### config.mk
export PLATFORM = sky130hd
export DESIGN_NAME = cmi_ram
export DESIGN_NICKNAME = d
export VERILOG_FILES = /design/src/rtl/core/cmi_ram.sv
export SDC_FILE = /design/constraint.sdc
export NUM_CORES = 1
export LEC_CHECK = 0
export ABC_AREA = 1
export BUFFER_PORTS_ARGS = -buffer_cell sky130_fd_sc_hd__buf_2
export CAP_MARGIN = 25
export CORE_AREA = 3 3 208 210
export DETAILED_ROUTE_END_ITERATION = 12
export DIE_AREA = 0 0 211 213
export GPL_ROUTABILITY_DRIVEN = 1
export GPL_TIMING_DRIVEN = 0
export MAX_ROUTING_LAYER = met4
export PLACE_DENSITY = 0.75
export SYNTH_ARGS = -nofsm -noshare
export SYNTH_HDL_FRONTEND = slang
export SYNTH_SLANG_ARGS = --single-unit
### constraint.sdc
create_clock -name clk -period 2.53 [get_ports clk]
set_input_delay 0.253 -clock clk [delete_from_list [all_inputs] [get_ports clk]]
set_output_delay 0.253 -clock clk [all_outputs]
set_load 0.01 [all_outputs]
### src/rtl/core/cmi_ram.sv
// Generic single-port-write, single-port-read RAM with registered read data.
`timescale 1ns / 1ps
module cmi_ram #(
  parameter int WIDTH = 32,
  parameter int DEPTH = 16
) (
  input  logic                                   clk,
  input  logic                                   we,
  input  logic [(DEPTH > 1 ? $clog2(DEPTH) : 1)-1:0] waddr,
  input  logic [WIDTH-1:0]                       wdata,
  input  logic [(DEPTH > 1 ? $clog2(DEPTH) : 1)-1:0] raddr,
  output logic [WIDTH-1:0]                       rdata
);

  logic [WIDTH-1:0] mem [DEPTH];

  always_ff @(posedge clk) begin
    if (we) begin
      mem[waddr] <= wdata;
    end
    rdata <= mem[raddr];
  end

endmodule
* After elaboration in Yosys (flattened, before gate mapping)
Memories as Yosys holds them, arrays and structs flattened. A register that Yosys moved wholly into a read port is not among the register bits. Cells that the tools add are included. Widths: inputs -> output; s select.
Storage, ports and cells: logic and storage cells 3, RAM bits 512, output and inout port bits 32, input bits 42, register bits 0, memories kept 1
Operators by class: muxes and demuxes 2
Memories:
- mem | words 16, bits a word 32, read ports 1, clocked after memory_dff 1, write ports 1, RTL line 15 | logic [WIDTH-1:0] mem [DEPTH];
Operators by type and width (number):
- $mux 1 | 2

* Logic depth before layout (Yosys ltp)
depth in word-level cells 2, depth in mapped cells 10, depth with buffers taken out 7

* Worst setup path before layout
OpenSTA, ideal clock, no wires.
path kind input -> register, start point in waddr[2] (netlist bit), end point mem mem[10][0], enable pin, setup slack 284 ps, library setup time 421 ps, cell stages on the path 2, data required time 2109 ps, buffers on the path 0, arrival 1825 ps, path through nand3b_1 nor2_1
RTL lines:
- start, declared | RTL line 9 | input logic [(DEPTH > 1 ? $clog2(DEPTH) : 1)-1:0] waddr,
- end, declared | RTL line 15
No word-level cell before the write port.

* Final worst setup path
start point in waddr[2] (netlist bit), end point mem mem[9][22], enable pin
No word-level cell before the write port.

==> out/qor.csv <==
stage,metric,value,unit
floorplanning,rows,75,
final_layout,area_growth,14.3,%
clock_tree,cts_setup_buffers,0,
timing,period_needed,1540,ps
clock_tree,cts_max_level,2,
setup_path,worstSetupEndpointType,flip-flop,
final_layout,fillers,3049,
timing,worst_hold_slack,18.0,ps
final_layout,layout_common_cells,"nand2_1 (677), edfxtp_1 (512), inv_1 (388)",
timing,maxSlewViolCount,0,
drt,drt-vias-per-instance,5.55,
clock_tree,cts_buffers,54,
floorplanning,ioPinCount,74,
setup_path,crit_arrival,1820,ps
place,numPortBuffers,71,
setup_path,crit_chain,buf_2 > nand3b_1 > nor2_4 > buf_16,
logic_synthesis,yosysTopAreaCellShare,67.6,%
global_routing,first_global_vias,15500,
logic_synthesis,synth-simple-area-share,20.0,%
timing,rsz0062_at_grt,no,
job,maxCapViolCount,0,
logic_synthesis,postSynthAreaPerCell,10.7,um2
final_layout,final_layout_size_suffix_gt1_share,11.2,%
logic_synthesis,synth_compound_area_share,0,%
drt,dr.pass1.iters,6,
clock_tree,max-clock-path-buffers,3,
timing,timing.fmax,651,MHz
timing,setup_slack,995,ps
timing,post-route-period-util,60.7,%
clock_tree,holdBufCountCts,0,
timing,setup_viol,0,
floorplanning,fp.dieW,211,um
pwr,total_power,19300,uW
logic_synthesis,synth-seq-area-share,70.5,%
clock_tree,cts.sinks,544,
run_status,status,finished clean,
clock_tree,cts_root_buf,clkbuf_16,
timing,skew,10.7,ps
global_routing,overflow,0,
timing,slew_headroom,29.7,%
drt,drt-total-wl,61000,um
clock_tree,cts_resized,0,
clock_tree,clk_pin_slew,60,ps
clock_tree,insertion_delay,600,ps
logic_synthesis,synth_top_family_by_area,simple AND/OR/NAND/NOR gates,
setup_path,slowest_stage,nor2_4,
global_routing,grt_usage,28.1,%
setup_path,worstSetupPathType,in2reg,
logic_synthesis,synth.yosys.warnings,0,
place,gp_congestion,0.855,
logic_synthesis,synth_xor_area_share,0,%
logic_synthesis,muxShareOfSynthArea,0,%
setup_path,cp_slowest_stage_delay,740,ps
setup_path,critPathTopFamily,simple AND/OR/NAND/NOR gates,
drt,drt_iter0_markers,2169,
drt,dr_total_vias,15800,
clock_tree,tritoncts,yes,
global_routing,grt_max_degree,23,
timing,worstMarginPinSlew,1050,ps
final_layout,final_common_cell,nand2_1,
logic_synthesis,synthAdderAreaFrac,0,%
floorplanning,die_h,213,um
logic_synthesis,synth_area_leader_cell,edfxtp_1,
hold_path,hold_class,in2reg,
logic_synthesis,syn-num-nets,2162,
setup_path,crit_buf_inv,2,
floorplanning,initial_core_util,54.4,%
setup_path,cp_max_fo,17,
final_layout,nets,2305,
pwr,power_density,742,mW/mm2
setup_path,crit_path_start_kind,input port,
global_routing,antenna_found_initial,2,
drt,drc,0,
logic_synthesis,ys_ff_latch,544,
place,dp_hpwl,38300,um
logic_synthesis,synth.area.top_cells,"edfxtp_1 (68%), nand2_1 (11%), nand3_1 (8.5%), inv_1 (6.4%), dfxtp_1 (2.8%)",
floorplanning,die-area,0.0449,mm2
drt,wl_per_cell,21.4,um
pwr,irDropWorstVdd,0.000508,V
logic_synthesis,synth_cell_types,15,
timing,finalHoldViolCount,0,
global_routing,grt_pass1_wl,90700,um
logic_synthesis,syn-cell-area,0.0227,mm2
pwr,p_leak,0.0111,uW
logic_synthesis,netlist_instances,2120,
drt,drtAntennaViolNets,0,
setup_path,required,2820,ps
place,place_ws,415,ps
floorplanning,core,0.0418,mm2
[registers in the layout (all words and copies together) (netlist names)]
register	flops
mem	512
rdata	32
[layer usage]
metal | vias to the layer above | track usage, % | share of wire [%]
met4 | 0 | 12.8 | 4.5
met3 | 183 | 5.61 | 11
met1 | 7514 | 36.0 | 38
li1 | 7137 | - | -
met2 | 971 | 43.9 | 47
met5 | - | - | 0
[synth_stat cells]
cell type and count:
inv_1 388, dfxtp_1 32, buf_6 29, nand3b_1 2
edfxtp_1 512, nand2_1 677, buf_12 1, buf_2 41
clkbuf_1 14, inv_4 1, inv_2 1, buf_4 6
buf_1 14, nor2_1 17, nand3_1 385
[report_power, final]
group	internal, uW	switching, uW	leakage (uW)
Clock	4480	3320	0.000837
Sequential	10100	53.3	0.00490
Combinational	388	971	0.00541
Total	14900	4350	0.0111
[cell type report]
| class | count | area [um2] | area share [%] |
|---|---|---|---|
| diodes | 2 | 5.00 | 0.0193 |
| plain buffers | 105 | 702 | 2.70 |
| clock buffers | 70 | 1510 | 5.79 |
| clock inverters | 29 | 219 | 0.842 |
| inverters | 390 | 1470 | 5.64 |
| multi-input cells | 1081 | 4670 | 18.0 |
| flip-flops and latches | 544 | 16000 | 61.6 |
| well taps | 539 | 674 | 2.59 |
| repair buffers | 87 | 736 | 2.83 |
[logic make-up (layout without fill, tap and decap cells)]
| family | after synthesis | in the layout |
|---|---|---|
| other | 0 | 2 |
| and+or+nand+nor | 1081 | 1081 |
| DFF | 544 | 544 |
| buffers and inverters | 495 | 681 |
[final timing paths]
check | start | endpoint | slack (ps) | cells after the start
min reg2reg | mem[10][5]$_DFFE_PP_ | rdata[5]$_DFF_P_ | 660 | 6
max reg2reg | mem[15][11]$_DFFE_PP_ | rdata[11]$_DFF_P_ | 1420 | 6
min | wdata[18] | mem[7][18]$_DFFE_PP_ | 20 | 1
max | waddr[2] | mem[9][22]$_DFFE_PP_ | 990 | 4
[worst register-to-register path, stage by stage, from the launching register on]
cell,delay [ps]
edfxtp_1,400
inv_1,70
nand2_1,40
nand3_1,90
nand3_1,90
nand3_1,170
nand2_1,120
[through the flow]
step	util (%)	TNS, ps	instances	cell area (um2)
2_1_floorplan	-	0	2120	22700
3_3_place_gp	56.9	-617860	2730	23800
3_5_place_dp	58.1	0	2746	24300
4_1_cts	62.2	0	2845	26000
5_1_grt	62.2	0	2847	26000
6_report	62.2	0	2847	26000
Power figures use the tool's default switching activity.
